$ cat src/rtl/pafp_pkg.sv
// Shared widths, constants and types of the pointing-angle pipeline.
package pafp_pkg;

    // Input coordinate format and pipeline depth.
    localparam int COORD_WIDTH   = 24;
    localparam int CORDIC_STAGES = 16;

    // Differences carry one extra bit; the guard shift brings them up to 41 bits.
    localparam int DIFF_W = COORD_WIDTH + 1;
    localparam int GUARD  = 40 - COORD_WIDTH;

    // CORDIC vector width: 41-bit operands plus headroom for gain and two passes.
    localparam int CW = 46;
    // Angle accumulator in degrees, Q.24, wide enough for the 180-degree offset.
    localparam int ZW = 34;

    // CORDIC gain in Q.20, applied to dz so that it matches the horizontal magnitude.
    localparam int GAIN_W = 21;
    localparam int GAIN_FRAC = 20;
    localparam logic [GAIN_W-1:0] GAIN_Q20 = 21'd1726753;
    localparam int PROD_W = DIFF_W + GAIN_W;

    // Output angle formats.
    localparam int Q8_W    = ZW - 16;
    localparam int PITCH_W = 16;
    localparam int YAW_W   = 18;
    localparam logic signed [ZW-1:0]   DEG180_Q24 = 34'sd3019898880;
    localparam logic signed [Q8_W-1:0] DEG90_Q8   = 18'sd23040;
    localparam logic signed [Q8_W-1:0] DEG270_Q8  = 18'sd69120;

    // Stream widths, padded to whole bytes.
    localparam int S_TDATA_W = ((6 * COORD_WIDTH + 7) / 8) * 8;
    localparam int M_TDATA_W = ((PITCH_W + YAW_W + 7) / 8) * 8;

    // Front end, two CORDIC passes and the rounding stage.
    localparam int LAT = 3 + 2 * CORDIC_STAGES + 1;

    // Per-item decisions made in the front end and used at the output.
    typedef struct packed {
        logic degen;
        logic dx_zero;
        logic dx_pos;
        logic dy_pos;
        logic dz_pos;
        logic dz_neg;
    } flags_t;

    // One finished result.
    typedef struct packed {
        logic signed [PITCH_W-1:0] pitch;
        logic signed [YAW_W-1:0]   yaw;
        logic                      degen;
    } result_t;

endpackage

$ cat src/rtl/pafp_front.sv
// Front end: coordinate differences, magnitudes and gain-scaled dz over three stages.
module pafp_front import pafp_pkg::*; (
    input  logic                          aclk,
    input  logic                          en,
    input  logic signed [COORD_WIDTH-1:0] src_x,
    input  logic signed [COORD_WIDTH-1:0] src_y,
    input  logic signed [COORD_WIDTH-1:0] src_z,
    input  logic signed [COORD_WIDTH-1:0] dst_x,
    input  logic signed [COORD_WIDTH-1:0] dst_y,
    input  logic signed [COORD_WIDTH-1:0] dst_z,
    output logic signed [CW-1:0]          yaw_x,
    output logic signed [CW-1:0]          yaw_y,
    output logic signed [CW-1:0]          hor_x,
    output logic signed [CW-1:0]          hor_y,
    output logic signed [CW-1:0]          dzk,
    output flags_t                        flags
);

    logic signed [DIFF_W-1:0] dx_reg, dy_reg, dz_reg;
    logic [DIFF_W-1:0]        ax_reg, ay_reg, adz_reg;
    logic signed [DIFF_W-1:0] yv_reg;
    flags_t                   flags_s2_reg;

    logic signed [CW-1:0] yaw_x_reg, yaw_y_reg, hor_x_reg, hor_y_reg, dzk_reg;
    flags_t               flags_s3_reg;

    logic [PROD_W-1:0]       prod;
    logic [PROD_W+GUARD-1:0] scaled;
    logic signed [CW-1:0]    mz;

    // Stage 1: difference source minus target.
    always_ff @(posedge aclk) begin
        if (en) begin
            dx_reg <= DIFF_W'(src_x) - DIFF_W'(dst_x);
            dy_reg <= DIFF_W'(src_y) - DIFF_W'(dst_y);
            dz_reg <= DIFF_W'(src_z) - DIFF_W'(dst_z);
        end
    end

    // Stage 2: magnitudes, signs and the special-case flags.
    always_ff @(posedge aclk) begin
        if (en) begin
            ax_reg  <= (dx_reg < 0) ? DIFF_W'(-dx_reg) : DIFF_W'(dx_reg);
            ay_reg  <= (dy_reg < 0) ? DIFF_W'(-dy_reg) : DIFF_W'(dy_reg);
            adz_reg <= (dz_reg < 0) ? DIFF_W'(-dz_reg) : DIFF_W'(dz_reg);
            yv_reg  <= (dx_reg > 0) ? dy_reg : -dy_reg;
            flags_s2_reg.degen   <= (dx_reg == 0) && (dy_reg == 0);
            flags_s2_reg.dx_zero <= (dx_reg == 0);
            flags_s2_reg.dx_pos  <= (dx_reg > 0);
            flags_s2_reg.dy_pos  <= (dy_reg > 0);
            flags_s2_reg.dz_pos  <= (dz_reg > 0);
            flags_s2_reg.dz_neg  <= (dz_reg < 0);
        end
    end

    // The gain product works on |dz| before the guard shift, which only adds zeros.
    assign prod   = PROD_W'(adz_reg) * PROD_W'(GAIN_Q20);
    assign scaled = {prod, {GUARD{1'b0}}} >> GAIN_FRAC;
    assign mz     = CW'(scaled);

    // Stage 3: CORDIC start vectors and signed, gain-scaled dz.
    always_ff @(posedge aclk) begin
        if (en) begin
            yaw_x_reg    <= CW'({ax_reg, {GUARD{1'b0}}});
            yaw_y_reg    <= CW'(yv_reg) <<< GUARD;
            hor_x_reg    <= CW'({ax_reg, {GUARD{1'b0}}});
            hor_y_reg    <= CW'({ay_reg, {GUARD{1'b0}}});
            dzk_reg      <= flags_s2_reg.dz_neg ? -mz : mz;
            flags_s3_reg <= flags_s2_reg;
        end
    end

    assign yaw_x = yaw_x_reg;
    assign yaw_y = yaw_y_reg;
    assign hor_x = hor_x_reg;
    assign hor_y = hor_y_reg;
    assign dzk   = dzk_reg;
    assign flags = flags_s3_reg;

endmodule

$ cat config.mk
export PLATFORM = sky130hd
export DESIGN_NAME = pafp_front
export DESIGN_NICKNAME = d
export VERILOG_FILES = /design/src/rtl/pafp_pkg.sv /design/src/rtl/pafp_front.sv
export SDC_FILE = /design/constraint.sdc
export NUM_CORES = 1
export LEC_CHECK = 0
export BUFFER_PORTS_ARGS = -buffer_cell sky130_fd_sc_hd__buf_2
export CORE_ASPECT_RATIO = 1.75
export CORE_MARGIN = 1
export CORE_UTILIZATION = 50
export DETAILED_ROUTE_END_ITERATION = 10
export PLACE_DENSITY = 0.72
export SETUP_SLACK_MARGIN = 0.05
export SYNTH_ARGS = -nofsm -noshare
export SYNTH_HDL_FRONTEND = slang
export SYNTH_SLANG_ARGS = --single-unit
$ cat constraint.sdc
create_clock -name aclk -period 10.55 [get_ports aclk]
set_clock_uncertainty 0.2 [all_clocks]
set_input_delay 1.5825 -clock aclk [delete_from_list [all_inputs] [get_ports aclk]]
set_output_delay 1.5825 -clock aclk [all_outputs]
set_load 0.05 [all_outputs]
==> flow_metrics.tcl <==
set metrics [dict create \
    status "finished, final reports clean" \
    synth_ff_type "edfxtp_1" \
    dp.cells 3215 \
    rsz0062_at_grt "false" \
    regToRegSetupSlack_ps 2590 \
    hold_viol_final 0 \
    min_delay_path_depth 0 \
    placed_cell_area_sq_mm 0.02685 \
    syn_area_per_cell_sq_um 10.87 \
    io_buffers 302 \
    fmax_ghz 0.1257 \
    setup_ws_ps 2593 \
    grt_overflow_total 0 \
    r2r-end "dzk[38]" \
    startpoint "adz_reg[4]" \
    synth_seq_cells 306 \
    layoutNonFillerInstCount 3270 \
    yosysMostFrequentCell "inv_1" \
    vias 17040 \
    setup_viol 0 \
    cp_data_arrival_time_ps 8050 \
    cts_buffers 29 \
    clk_pin_slew_ps 70 \
    place_ws_ps 2610 \
    startpoint_type "flop" \
    fp.coreArea_sq_mm 0.04959 \
    drt_first_pass_iters 5 \
    synth-edff-count 306 \
    clockRootBuffer "clkbuf_16" \
    grt_pass1_wl_microns 85260 \
    cts_setup_buffers 0 \
    drive_above_1_share_pct 14.55 \
    cts_tree "built" \
    endpoint "dzk[38]" \
    synth_top_cell_area_share_pct 36.56 \
    drtIter0Drc 563 \
    viasPerCell 5.212 \
    min_period_over_period_pct 75.42 \
    fin_crit_ps 7957 \
    dpl.hpwl_microns 44610 \
    hp-class "flop to flop" \
    wl_microns 53880 \
    antenna_found_initial 13 \
    grt_max_degree 181 \
    nets 3206 \
    start_util_pct 50.68 \
    post-synth-top-area-cell "edfxtp_1" \
    path_class "flop to flop" \
    crit_fanout 10 \
    drt.antenna.violating_nets 0 \
    cts_resized 0 \
    synth_common_cells "inv_1, ha_1, edfxtp_1" \
    syn_to_final_growth_pct 10.55 \
    synthArstFlopShare_pct 0 \
    grtUsageTotal_pct 21.32 \
    dieArea_sq_mm 0.05120 \
    stdcell_area_sq_mm 0.02778 \
    die_h_microns 298.6 \
    end_kind "flop" \
    finalMaxSlewViolations 0 \
    maxCapViolations 0 \
    syn_area_sq_mm 0.02513 \
    syn_inst 2311 \
    h-tree-depth 1 \
    ioPinCount 382 \
    largest_reg_flops 46 \
    ys_seq_area_share_pct 36.56 \
    clkLatencyLatePin_ps 570 \
    reg2reg_depth 21 \
    die_w_microns 171.5 \
    r2r-start "adz_reg[4]" \
    required_ps 10640 \
    ys_top_cells_by_area "edfxtp_1, ha_1, fa_1, xnor2_1, inv_1" \
    ctsHoldBuffers 0 \
    cts.sinks 306 \
    setup_tns_ps 0 \
    fp-row-count 108 \
    clockBufferDepth 3 \
    ys_warn_count 0 \
    synth_cell_types 79 \
    place_congestion 0.8819 \
    wire_per_inst_microns 16.48 \
    worst_pin_slew_ps 961.0 \
    route.detailed.drc 0 \
    grt_pass1_vias 17440 \
    slew_headroom_pct 35.93 \
]
## metal layers
| layer | up-vias | global-route usage (%) | wire [microns] |
|---|---|---|---|
| li1 | 8315 | - | - |
| met1 | 8179 | 20.48 | 18790 |
| met2 | 413 | 42.91 | 30240 |
| met3 | 117 | 4.635 | 3010 |
| met4 | 18 | 7.207 | 1734 |
| met5 | - | 0 | 106 |
## final cells by class
type	count	area [sq um]
antenna	5	12.51
clock buffer	35	748.2
clock inverter	15	167.7
fill	4312	21810
inverter	390	1464
multi-input combinational	1554	13820
sequential	306	9189
tap	660	825.8
timing repair buffer	305	1556
## how the worst min path moves through the flow
stage | slack [ps] | start | end
final | 220 | ax_reg[3] | hor_x[19]
after global routing | 220 | ax_reg[3] | hor_x[19]
after CTS | 210 | ax_reg[0] | hor_x[16]
after detailed placement | 200 | ay_reg[21] | hor_y[37]
after global placement | 200 | yv_reg[7] | yaw_y[23]
after floorplan | 200 | flags_s2_reg[1] | flags[1]
## worst max-delay path, cell delays in order, from the launching register on
cell and delay, ps:
edfxtp_1 600, ha_1 400, fa_1 490, fa_1 530, fa_1 520, fa_1 550, inv_1 60, fa_1 530
inv_1 50, ha_1 290, ha_1 390, nor3_1 290, o31ai_1 180, a21oi_1 300, nand3_1 150, o21ai_1 240
xor2_1 280, or3b_4 440, or4_4 540, nor4b_4 370, a21boi_1 120, xor2_1 150
## metrics by stage
stage | utilization [%] | hold slack, ps
3_3_place_gp | 54.15 | 200.8
3_5_place_dp | 54.15 | 204.5
2_1_floorplan | - | 200.3
4_1_cts | 56.00 | 214.5
6_report | 56.02 | 215.9
5_1_grt | 56.01 | 216.9
## kinds of logic (layout without fill, tap and decap cells)
family / Yosys count / after routing / share of synthesized area (%)
AOI/OAI and AO/OA: 366 / 366 / 9.848
xor gates and xnor gates: 212 / 212 / 7.388
adders and majority gates: 474 / 474 / 27.84
buffers and inverters: 529 / 745 / 9.614
DFF: 306 / 306 / 36.56
muxes: 3 / 3 / 0.1195
other: 1 / 84 / 0.01492
and+or+nand+nor: 420 / 420 / 8.613
## cells in the final DEF (no fill, tap or decap), types with 11 or more instances in the layout
cell | netlist | routed
and3_1 | 18 | 18
fa_1 | 142 | 142
nand2b_1 | 19 | 19
a211oi_1 | 14 | 14
nor3_1 | 38 | 38
buf_2 | 2 | 301
ha_1 | 332 | 332
xor2_1 | 42 | 42
o21ai_0 | 74 | 74
inv_1 | 390 | 390
a21oi_1 | 73 | 73
and2_1 | 13 | 13
nand2_1 | 117 | 117
nor2_1 | 88 | 88
a21o_1 | 42 | 42
o31ai_1 | 35 | 35
conb_1 | 1 | 79
edfxtp_1 | 306 | 306
nor2b_1 | 16 | 16
or2_2 | 11 | 11
nand3_1 | 28 | 28
clkbuf_16 | 0 | 29
or3_1 | 22 | 22
o21a_1 | 17 | 17
xnor2_1 | 170 | 170
o21bai_1 | 14 | 14
or4_1 | 13 | 13
Power is not shown: default switching activity piles up to over one toggle a cycle in this logic, so the estimate is an artifact.
