$ cat src/rtl/pafp_pkg.sv
// Shared widths, constants and types of the pointing-angle pipeline.
package pafp_pkg;

    // Input coordinate format and pipeline depth.
    localparam int COORD_WIDTH   = 24;
    localparam int CORDIC_STAGES = 16;

    // Differences carry one extra bit; the guard shift brings them up to 41 bits.
    localparam int DIFF_W = COORD_WIDTH + 1;
    localparam int GUARD  = 40 - COORD_WIDTH;

    // CORDIC vector width: 41-bit operands plus headroom for gain and two passes.
    localparam int CW = 46;
    // Angle accumulator in degrees, Q.24, wide enough for the 180-degree offset.
    localparam int ZW = 34;

    // CORDIC gain in Q.20, applied to dz so that it matches the horizontal magnitude.
    localparam int GAIN_W = 21;
    localparam int GAIN_FRAC = 20;
    localparam logic [GAIN_W-1:0] GAIN_Q20 = 21'd1726753;
    localparam int PROD_W = DIFF_W + GAIN_W;

    // Output angle formats.
    localparam int Q8_W    = ZW - 16;
    localparam int PITCH_W = 16;
    localparam int YAW_W   = 18;
    localparam logic signed [ZW-1:0]   DEG180_Q24 = 34'sd3019898880;
    localparam logic signed [Q8_W-1:0] DEG90_Q8   = 18'sd23040;
    localparam logic signed [Q8_W-1:0] DEG270_Q8  = 18'sd69120;

    // Stream widths, padded to whole bytes.
    localparam int S_TDATA_W = ((6 * COORD_WIDTH + 7) / 8) * 8;
    localparam int M_TDATA_W = ((PITCH_W + YAW_W + 7) / 8) * 8;

    // Front end, two CORDIC passes and the rounding stage.
    localparam int LAT = 3 + 2 * CORDIC_STAGES + 1;

    // Per-item decisions made in the front end and used at the output.
    typedef struct packed {
        logic degen;
        logic dx_zero;
        logic dx_pos;
        logic dy_pos;
        logic dz_pos;
        logic dz_neg;
    } flags_t;

    // One finished result.
    typedef struct packed {
        logic signed [PITCH_W-1:0] pitch;
        logic signed [YAW_W-1:0]   yaw;
        logic                      degen;
    } result_t;

endpackage

$ cat src/rtl/pafp_out_buf.sv
// Two-entry output buffer that decouples the pipeline from the result channel.
module pafp_out_buf import pafp_pkg::*; (
    input  logic    aclk,
    input  logic    aresetn,
    input  logic    push,
    input  result_t push_data,
    output logic    full,
    output logic    m_valid,
    input  logic    m_ready,
    output result_t m_data
);

    logic [1:0] count_reg;
    result_t    head_reg, tail_reg;
    logic       pop;

    assign pop = m_valid && m_ready;

    // Occupancy; a push never arrives while full.
    always_ff @(posedge aclk) begin
        if (!aresetn) begin
            count_reg <= 2'd0;
        end else begin
            unique case ({push, pop})
                2'b10:   count_reg <= count_reg + 2'd1;
                2'b01:   count_reg <= count_reg - 2'd1;
                default: count_reg <= count_reg;
            endcase
        end
    end

    // Entry storage: the head is always the next transfer.
    always_ff @(posedge aclk) begin
        if (pop) begin
            head_reg <= (count_reg == 2'd2) ? tail_reg : push_data;
        end else if (push && (count_reg == 2'd0)) begin
            head_reg <= push_data;
        end
        if (push && !pop && (count_reg == 2'd1)) begin
            tail_reg <= push_data;
        end
    end

    assign full    = (count_reg == 2'd2);
    assign m_valid = (count_reg != 2'd0);
    assign m_data  = head_reg;

endmodule

$ cat config.mk
export PLATFORM = sky130hd
export DESIGN_NAME = pafp_out_buf
export DESIGN_NICKNAME = d
export VERILOG_FILES = /design/src/rtl/pafp_pkg.sv /design/src/rtl/pafp_out_buf.sv
export SDC_FILE = /design/constraint.sdc
export NUM_CORES = 1
export LEC_CHECK = 0
export BUFFER_PORTS_ARGS = -buffer_cell sky130_fd_sc_hd__buf_2
export CORE_AREA = 2 2 60 118
export CTS_CLUSTER_DIAMETER = 30
export CTS_CLUSTER_SIZE = 14
export DETAILED_ROUTE_END_ITERATION = 10
export DIE_AREA = 0 0 62 120
export GPL_TIMING_DRIVEN = 0
export PLACE_DENSITY = 0.75
export SETUP_SLACK_MARGIN = 0.5
export SLEW_MARGIN = 10
export SYNTH_ARGS = -nofsm -noshare
export SYNTH_HDL_FRONTEND = slang
export SYNTH_SLANG_ARGS = --single-unit
$ cat constraint.sdc
create_clock -name aclk -period 8 [get_ports aclk]
set_clock_uncertainty 0.1 [all_clocks]
set_input_delay 1.2 -clock aclk [delete_from_list [all_inputs] [get_ports aclk]]
set_output_delay 1.2 -clock aclk [all_outputs]
set_load 0.01 [all_outputs]
==> summary.txt, run 1 <==
Floorplan
  • Core area: 0.00657 mm2
  • Initial Utilization: 43.3%
  • Rows: 42
  • Die Wd: 62 um
  • DIE AREA: 0.00744 mm2
  • Die Y: 120 um
  • IO Pins: 76

Cells and area
  • Commonest non-fill, non-tap cell in the layout: buf_2
  • Most frequent cells in the layout: buf_2, edfxtp_1, mux2_4
  • Fillers: 517
  • ANT cells: 0
  • Final net count: 260
  • Ratio of cells with drive above 1 in the final layout: 58.6%
  • Area grow syn2layout: 28.3%
  • Final instance area: 0.00365 mm2

Routing
  • # DRC: 0
  • Drt pass-1 iters: 4
  • WL/cell: 14.7 um
  • Post-DRT Antenna Nets: 0
  • Via/cell ratio: 4.56
  • DRT iter0 DRCs: 51
  • Via count: 1403
  • Drt total wl: 4530 um

Power
  • Pwr Density: 347 mW/mm2
  • Leak: 1.56 nW
  • Maximum vdd drop: 0.175 mV

STA
  • Slew Limit Fails: 0
  • Final hold violation count: 0
  • Setup TNS: 0 ns
  • Final min period: 2.55 ns
  • RSZ-0062 raised after global routing: false
  • Setup WS post-layout: 5.45 ns
  • Period utilization: 31.9%
  • Fmax: 392 MHz
  • Relative slew slack: 44.5%
  • Setup violators final: 0
  • Slew @ Worst Pin: 0.832 ns

Global routing
  • Largest net degree at the start of global routing: 36
  • Vias in the first global route: 1400
  • Initial antenna violation count: 0
  • GRT overflow: 0
  • All-Layer GR Usage: 13.1%
  • First-pass GRT wire length: 6740 um

Placement
  • Final HPWL DP: 3230 um
  • Post-DP Area: 0.00337 mm2
  • Routability cong.: 0.704
  • Placement Setup Slack: 5.12 ns
  • Buffers added on ports: 75

Worst setup path
  • CP max FO: 3
  • Worst reg-to-reg setup slack: 5.84 ns
  • Reg2Reg Launch Point: count_reg[0]$_SDFFE_PN0P_
  • Peak per-stage delay on the critical path: 0.38 ns
  • CP cell instances: inv_1 -> ha_1 -> inv_1 -> buf_2
  • Crit path max-delay family: flip-flops
  • Reg2reg end: tail_reg[0]$_DFFE_PP_
  • Crit start category: register
  • CP most frequent cell: inv_1
  • Beginning of the critical path: count_reg[0]$_SDFFE_PN0P_
  • CP Class: register to primary output
  • Crit. End Element: primary output
  • Critical Path RT: 6.70 ns
  • R2r worst-path depth: 5
  • Crit path buf inv count: 3
  • Critical Path AT: 1.25 ns
  • CP Depth: 4
  • Slowest CP cell: dfxtp_1
  • Critical Path End: m_valid

Flow run
  • Max cap viols: 0

Synth
  • Syn Std Cell Area: 0.00284 mm2
  • FF+latch count, synth: 72
  • Cells after Synth: 129
  • Seq/Total Area, Yosys: 75.4%
  • Syn avg cell area: 22.0 um2
  • Yosys Warn Count: 0
  • Synth Net Count: 173
  • Yosys cell types: 14

CTS
  • Num CTS Buffers: 9
  • CTS resizes: 0
  • H-tree depth: 3
  • Bufs on Longest Clock Path: 2
  • CTS tree: yes
  • Skew-Pair Late Insertion Delay: 0.33 ns
  • Clock sink count: 72
  • CTS Hold Bufs: 0
  • Clock root buffer: clkbuf_16
  • CTS clock-pin slew for the worst setup and hold paths: 0.05 ns
  • Post CTS Setup Buffer Count: 0

Run status
  • Status: complete, no violations

Min path
  • Hold crit path type: register to register
  • Hold path depth: 1
report_power, final:
group | switching [mW] | total (mW) | internal (mW)
logic | 0.174 | 0.312 | 0.139
registers | 0.0256 | 0.577 | 0.551
clock network | 0.137 | 0.375 | 0.238
logic make-up after synthesis:
kind of cell,Yosys count,share of synthesized area [%]
muxes,35,17.8
DFF,72,75.4
AOI/OAI and AO/OA,2,0.528
xor gates and xnor gates,2,0.617
adders and majority gates,5,2.20
and+or+nand+nor,5,1.59
buffers and inverters,8,1.85
routing by layer:
layer | GRT usage [%] | vias to the layer above | wire, um
li1 | - | 673 | -
met1 | 15.0 | 674 | 1820
met2 | 20.1 | 45 | 2380
met3 | 5.39 | 11 | 228
met4 | 7.18 | 0 | 108
met5 | 0 | - | 0
cell type report:
| cell class | instances | area, um2 | share of cell area, % |
|---|---|---|---|
| flip-flops and latches | 72 | 2140 | 58.8 |
| multi-input cells | 49 | 659 | 18.1 |
| repair buffers | 76 | 403 | 11.1 |
| clock buffers | 11 | 233 | 6.38 |
| well taps | 88 | 110 | 3.02 |
| clock inverters | 4 | 46.3 | 1.27 |
| plain buffers | 3 | 33.8 | 0.927 |
| inverters | 5 | 18.8 | 0.515 |
metrics by stage:
step,hold WS (ns),utilization (%),power (mW),instances
floorplan,0.425,-,0.773,129
global route,0.457,55.5,1.33,308
finish,0.444,55.5,1.26,308
detailed placement,0.435,51.3,0.905,293
global placement,0.430,50.6,0.884,292
CTS,0.447,55.5,1.28,308
worst min path at each step:
stage / startpoint / end / slack (ns)
after CTS: tail_reg[29]$_DFFE_PP_ / m_data[29]$_DFFE_PP_ / 0.45
after global routing: tail_reg[0]$_DFFE_PP_ / m_data[0]$_DFFE_PP_ / 0.46
after detailed placement: tail_reg[29]$_DFFE_PP_ / m_data[29]$_DFFE_PP_ / 0.44
final: tail_reg[30]$_DFFE_PP_ / m_data[30]$_DFFE_PP_ / 0.44
after floorplan: tail_reg[27]$_DFFE_PP_ / m_data[27]$_DFFE_PP_ / 0.42
after global placement: tail_reg[34]$_DFFE_PP_ / m_data[34]$_DFFE_PP_ / 0.43
Yosys cell counts:
cell type  number  area (um2)
and2_1          2        12.5
buf_6           3        33.8
dfxtp_1         2        40.0
edfxtp_1       70        2100
ha_1            5        62.6
inv_1           5        18.8
mux2_2          5        56.3
mux2_4         30         450
nand2b_1        2        12.5
nand3b_4        1        20.0
o211a_1         1        10.0
o21ai_0         1        5.00
xnor2_1         1        8.76
xor2_1          1        8.76
(Power assumes the default switching activity.)
==> run 2: changes to the inputs <==
ABC_AREA = 1   (was default)
CORE_AREA = 2 2 59 117   (was 2 2 60 118)
DIE_AREA = 0 0 61 119   (was 0 0 62 120)
PLACE_DENSITY = 0.76   (was 0.75)
clock period = 2.6 ns   (was 8 ns; I/O delays follow)
==> summary.txt, run 2 <==
Routing
  • Via/cell ratio: 4.46
  • Post-DRT Antenna Nets: 0
  • WL/cell: 12.6 um
  • Via count: 1760
  • DRT iter0 DRCs: 91
  • # DRC: 0
  • Drt total wl: 4990 um
  • Drt pass-1 iters: 4

STA
  • Period utilization: 74.9%
  • Setup violators final: 0
  • Slew @ Worst Pin: 0.641 ns
  • Hold WS: 0.161 ns
  • Relative slew slack: 57.1%
  • Final hold violation count: 0
  • Fmax: 514 MHz
  • Setup TNS: 0 ns
  • Final min period: 1.95 ns
  • RSZ-0062 raised after global routing: false
  • Slew Limit Fails: 0
  • Setup WS post-layout: 0.654 ns

Worst setup path
  • CP max FO: 18
  • Critical Path AT: 1.92 ns
  • CP cell instances: inv_1 -> ha_2 -> inv_2 -> nand2_4 -> ha_1 -> nand2_1 -> clkinvlp_4 -> buf_12
  • Crit start category: register
  • Critical Path RT: 2.57 ns
  • CP Class: register to register
  • Crit path max-delay family: buffers and inverters
  • Slowest CP cell: dfxtp_1
  • Crit path buf inv count: 4
  • Crit. End Element: register
  • Peak per-stage delay on the critical path: 0.33 ns

Floorplan
  • Die Y: 119 um
  • Core area: 0.00646 mm2
  • Initial Utilization: 43.6%
  • IO Pins: 76
  • Die Wd: 61 um
  • DIE AREA: 0.00726 mm2
  • Rows: 42

Cells and area
  • Commonest non-fill, non-tap cell in the layout: nand2_1
  • Final net count: 346
  • ANT cells: 0
  • Ratio of cells with drive above 1 in the final layout: 34.9%
  • Most frequent cells in the layout: nand2_1, buf_2, edfxtp_1
  • Fillers: 533
  • Area grow syn2layout: 31.0%

CTS
  • Skew-Pair Late Insertion Delay: 0.32 ns
  • Clock root buffer: clkbuf_16
  • CTS clock-pin slew for the worst setup and hold paths: 0.06 ns
  • CTS tree: yes
  • Num CTS Buffers: 9
  • H-tree depth: 3
  • Bufs on Longest Clock Path: 2
  • Clock sink count: 72

Synth
  • Top_reg_cell synth: edfxtp_1
  • Async SR Flop Fraction: 0%
  • Commonest cells post-synth: nand2_1, edfxtp_1, inv_1
  • Yosys cell types: 15
  • FF+latch count, synth: 72
  • Largest area contributor in the netlist: edfxtp_1
  • Share of the synthesized area in the top cell type: 74.7%
  • Ranking of synthesized cells by area: edfxtp_1, nand2_1, ha_1
  • Cells after Synth: 212
  • Synth Net Count: 256
  • Syn Std Cell Area: 0.00282 mm2
  • Cell with the most instances after synthesis: nand2_1
  • Number of synthesized flops with an enable pin: 70
  • Syn avg cell area: 13.3 um2
  • Yosys Warn Count: 0
  • Seq/Total Area, Yosys: 76.1%

Power
  • Sequential share of power: 46.4%
  • Cell Int Power: 2.52 mW
  • Sw Ratio: 23.5%
  • Comb power frac: 16.0%
  • Leak: 1.61 nW
  • Clock network power share: 37.6%
  • Maximum vdd drop: 0.679 mV
  • PnR Total Power: 3.29 mW
  • Switching power: 0.774 mW
  • Pwr Density: 892 mW/mm2

Global routing
  • All-Layer GR Usage: 14.7%
  • Largest net degree at the start of global routing: 19
  • Vias in the first global route: 1699
  • Initial antenna violation count: 0
  • First-pass GRT wire length: 7870 um
  • GRT overflow: 0

Flow run
  • Max cap viols: 0

Run status
  • Status: complete, no violations

Placement
  • Routability cong.: 0.731
  • Final HPWL DP: 3320 um
  • Buffers added on ports: 75
  • Placement Setup Slack: 0.222 ns

Min path
  • Hold crit path type: input pin to register
-- run 2: cell count changes after synthesis, moves of 3 or more --
cell     change
nand2_1    +109
inv_1        +3
mux2_2       -5
mux2_4      -30
inv_2        +3
buf_8        +3
-- run 2: layout make-up --
cell class                 count  area (um2)  area share, %
timing repair buffer          77         415           11.3
clock inverter                 4        68.8           1.87
buffer                         6        78.8           2.14
sequential                    72        2140           58.1
multi-input combinational    124         583           15.8
timing repair inverter         1        7.51          0.204
inverter                      11        45.0           1.22
clock buffer                  12         236           6.41
tap                           88         110           2.99
-- run 2: through the flow --
| stage | area, um2 | util, % | instances |
|---|---|---|---|
| after floorplan | 2830 | - | 212 |
| after global placement | 3320 | 51.3 | 375 |
| after detailed placement | 3320 | 51.3 | 375 |
| after CTS | 3660 | 56.6 | 394 |
| after global routing | 3690 | 57.0 | 395 |
| final | 3690 | 57.0 | 395 |
-- run 2: logic make-up (layout without fill, tap and decap cells) --
family | count (synthesis) | count (layout) | share of synthesized area (%)
buffers and inverters | 17 | 111 | 4.27
adders and majority gates | 5 | 5 | 2.22
AOI/OAI and AO/OA | 4 | 5 | 0.800
and+or+nand+nor | 114 | 114 | 16.6
DFF | 72 | 72 | 76.1
-- run 2: metal layers --
metal / part of all wire, % / global-route usage, %
met5: 0 / 0
met4: 0.96 / 4.89
met3: 7.9 / 5.54
met2: 47 / 22.5
met1: 44 / 19.2
-- run 2: power by group through the flow --
stage / clock, mW / sequential, mW / combinational [mW]
final: 1.24 / 1.53 / 0.526
after global routing: 1.31 / 1.54 / 0.589
after CTS: 1.27 / 1.53 / 0.524
after detailed placement: 0 / 1.55 / 0.501
after global placement: 0 / 1.55 / 0.485
after floorplan: 0 / 1.61 / 0.235
-- run 2: timing repair --
action	4_1_cts	5_1_grt
pin swaps	1	0
gates resized for setup	1	1
gates cloned	2	0
setup buffers	1	1
setup endpoints to repair	70	26
hold buffers	0	0
-- run 2: final timing paths --
kind | end | slack (ns) | cells past startpoint | startpoint
min | tail_reg[27]$_DFFE_PP_ | 0.16 | 1 | push_data[27]
max | tail_reg[2]$_DFFE_PP_ | 0.65 | 8 | count_reg[0]$_SDFFE_PN0P_
min reg2reg | m_data[25]$_DFFE_PP_ | 0.41 | 2 | tail_reg[25]$_DFFE_PP_
max reg2reg | tail_reg[2]$_DFFE_PP_ | 0.65 | 8 | count_reg[0]$_SDFFE_PN0P_
==> run 3: changes to the inputs <==
PLACE_DENSITY = 0.79   (was 0.76)
clock period = 1.77 ns   (was 2.6 ns; I/O delays follow)
==> summary.txt, run 3 (same netlist as run 2, synthesis figures left out) <==
Min path
  • Hold path depth: 1
  • Hold crit path type: input pin to register
  • Hold path start: push_data[26]
  • Hold endpoint: tail_reg[26]$_DFFE_PP_

Routing
  • # DRC: 0
  • Via/cell ratio: 4.74
  • Via count: 1939
  • Drt pass-1 iters: 4
  • WL/cell: 15.0 um
  • DRT iter0 DRCs: 105
  • Post-DRT Antenna Nets: 0
  • Drt total wl: 6150 um

Worst setup path
  • Crit start category: register
  • CP Class: register to register
  • CP max FO: 4
  • Crit. End Element: register
  • Critical Path AT: 1.56 ns
  • Worst reg-to-reg setup slack: 0.19 ns
  • R2r worst-path depth: 8
  • Reg2Reg Launch Point: count_reg[1]$_SDFFE_PN0P_
  • Critical Path RT: 1.76 ns
  • Reg2reg end: tail_reg[25]$_DFFE_PP_

Floorplan
  • IO Pins: 76
  • Die Wd: 61 um
  • Rows: 42
  • Die Y: 119 um
  • Initial Utilization: 43.6%
  • DIE AREA: 0.00726 mm2
  • Core area: 0.00646 mm2

Global routing
  • First-pass GRT wire length: 9270 um
  • Initial antenna violation count: 0
  • Largest net degree at the start of global routing: 19
  • Vias in the first global route: 1960
  • GRT overflow: 0
  • All-Layer GR Usage: 17.8%

STA
  • Setup violators final: 0
  • Period utilization: 89.2%
  • Slew @ Worst Pin: 0.293 ns
  • Slew Limit Fails: 0
  • Relative slew slack: 80.5%
  • Setup WS post-layout: 0.192 ns
  • Fmax: 634 MHz
  • Final hold violation count: 0
  • Hold WS: 0.0304 ns
  • RSZ-0062 raised after global routing: true
  • Final min period: 1.58 ns

Cells and area
  • Non-Filler Instances: 409
  • Final instance area: 0.00404 mm2
  • Area grow syn2layout: 43.6%
  • Core Util, Final: 62.5%
  • Commonest non-fill, non-tap cell in the layout: nand2_1
  • Most frequent cells in the layout: nand2_1, buf_2, edfxtp_1
  • ANT cells: 0
  • Ratio of cells with drive above 1 in the final layout: 48.6%
  • Final net count: 360

CTS
  • CTS tree: yes
  • Num CTS Buffers: 9
  • Skew-Pair Late Insertion Delay: 0.32 ns
  • H-tree depth: 3
  • Clock root buffer: clkbuf_16
  • CTS Hold Bufs: 0
  • Bufs on Longest Clock Path: 2
  • Clock sink count: 72
  • CTS clock-pin slew for the worst setup and hold paths: 0.06 ns

Placement
  • Placed insts: 375
  • Post-DP Area: 0.00338 mm2
  • Routability cong.: 0.757
  • Final HPWL DP: 3550 um
  • Placement Setup Slack: -0.422 ns
  • Buffers added on ports: 75

Run status
  • Status: complete, no violations

Power
  • Pwr Density: 1290 mW/mm2
  • Maximum vdd drop: 0.765 mV
  • Leak: 1.79 nW

Flow run
  • Max cap viols: 0
==> run 3: changes by cell type in the layout (fill, tap and decap cells not counted), sizes merged <==
cell | before | now
clkbuf | 12 | 10
clkinvlp | 2 | 4
buf | 83 | 96
clkinv | 2 | 3
==> run 3: cell type report <==
class / count / area, um2
Fill cell: 494 / 2420
Clock buffer: 9 / 225
Inverter: 11 / 55.1
Sequential cell: 72 / 2140
Tap cell: 88 / 110
Multi-Input combinational cell: 124 / 736
Timing Repair Buffer: 91 / 588
Buffer: 6 / 78.8
Timing Repair inverter: 1 / 7.51
Clock inverter: 7 / 96.3
==> run 3: worst max-delay path, stage by stage, from the launching register on <==
cell and delay (ns):
dfxtp_2 0.34, inv_2 0.05, ha_4 0.18, inv_8 0.07, nand2_8 0.05, ha_4 0.16, nand2_4 0.08, clkinvlp_4 0.12
buf_2 0.17
==> run 3: per-stage QoR <==
step | power (mW) | TNS [ns]
after floorplan | 2.77 | -3.89
after global placement | 3.05 | -19.85
after detailed placement | 3.08 | -23.12
after CTS | 5.19 | 0
after global routing | 5.43 | 0
final | 5.23 | 0
==> run 3: layer usage <==
metal | global-route usage, % | vias up | wire (um)
li1 | - | 925 | -
met1 | 21.9 | 917 | 2400
met2 | 28.3 | 89 | 3250
met3 | 4.99 | 8 | 411
met4 | 7.74 | 0 | 82
met5 | 0 | - | 0
==> run 3: how the worst max path moves through the flow <==
stage	startpoint	slack, ns	endpoint
2_1_floorplan	count_reg[0]$_SDFFE_PN0P_	-0.11	tail_reg[0]$_DFFE_PP_
4_1_cts	count_reg[0]$_SDFFE_PN0P_	0.19	tail_reg[25]$_DFFE_PP_
6_report	count_reg[1]$_SDFFE_PN0P_	0.19	tail_reg[25]$_DFFE_PP_
3_5_place_dp	count_reg[1]$_SDFFE_PN0P_	-0.42	tail_reg[33]$_DFFE_PP_
3_3_place_gp	count_reg[0]$_SDFFE_PN0P_	-0.37	tail_reg[20]$_DFFE_PP_
5_1_grt	count_reg[1]$_SDFFE_PN0P_	0.15	tail_reg[6]$_DFFE_PP_
==> run 3: repair_timing <==
| item | 4_1_cts | 5_1_grt |
|---|---|---|
| pin swaps | 3 | 9 |
| endpoints found under the setup margin | 109 | 109 |
| setup buffers | 13 | 1 |
| gates resized for setup | 12 | 28 |
| gates cloned | 3 | 1 |
==> run 3: power breakdown <==
part           switching (mW)  internal, mW
clock                   0.671          1.23
combinational           0.596         0.471
sequential             0.0736          2.18
total                    1.34          3.89
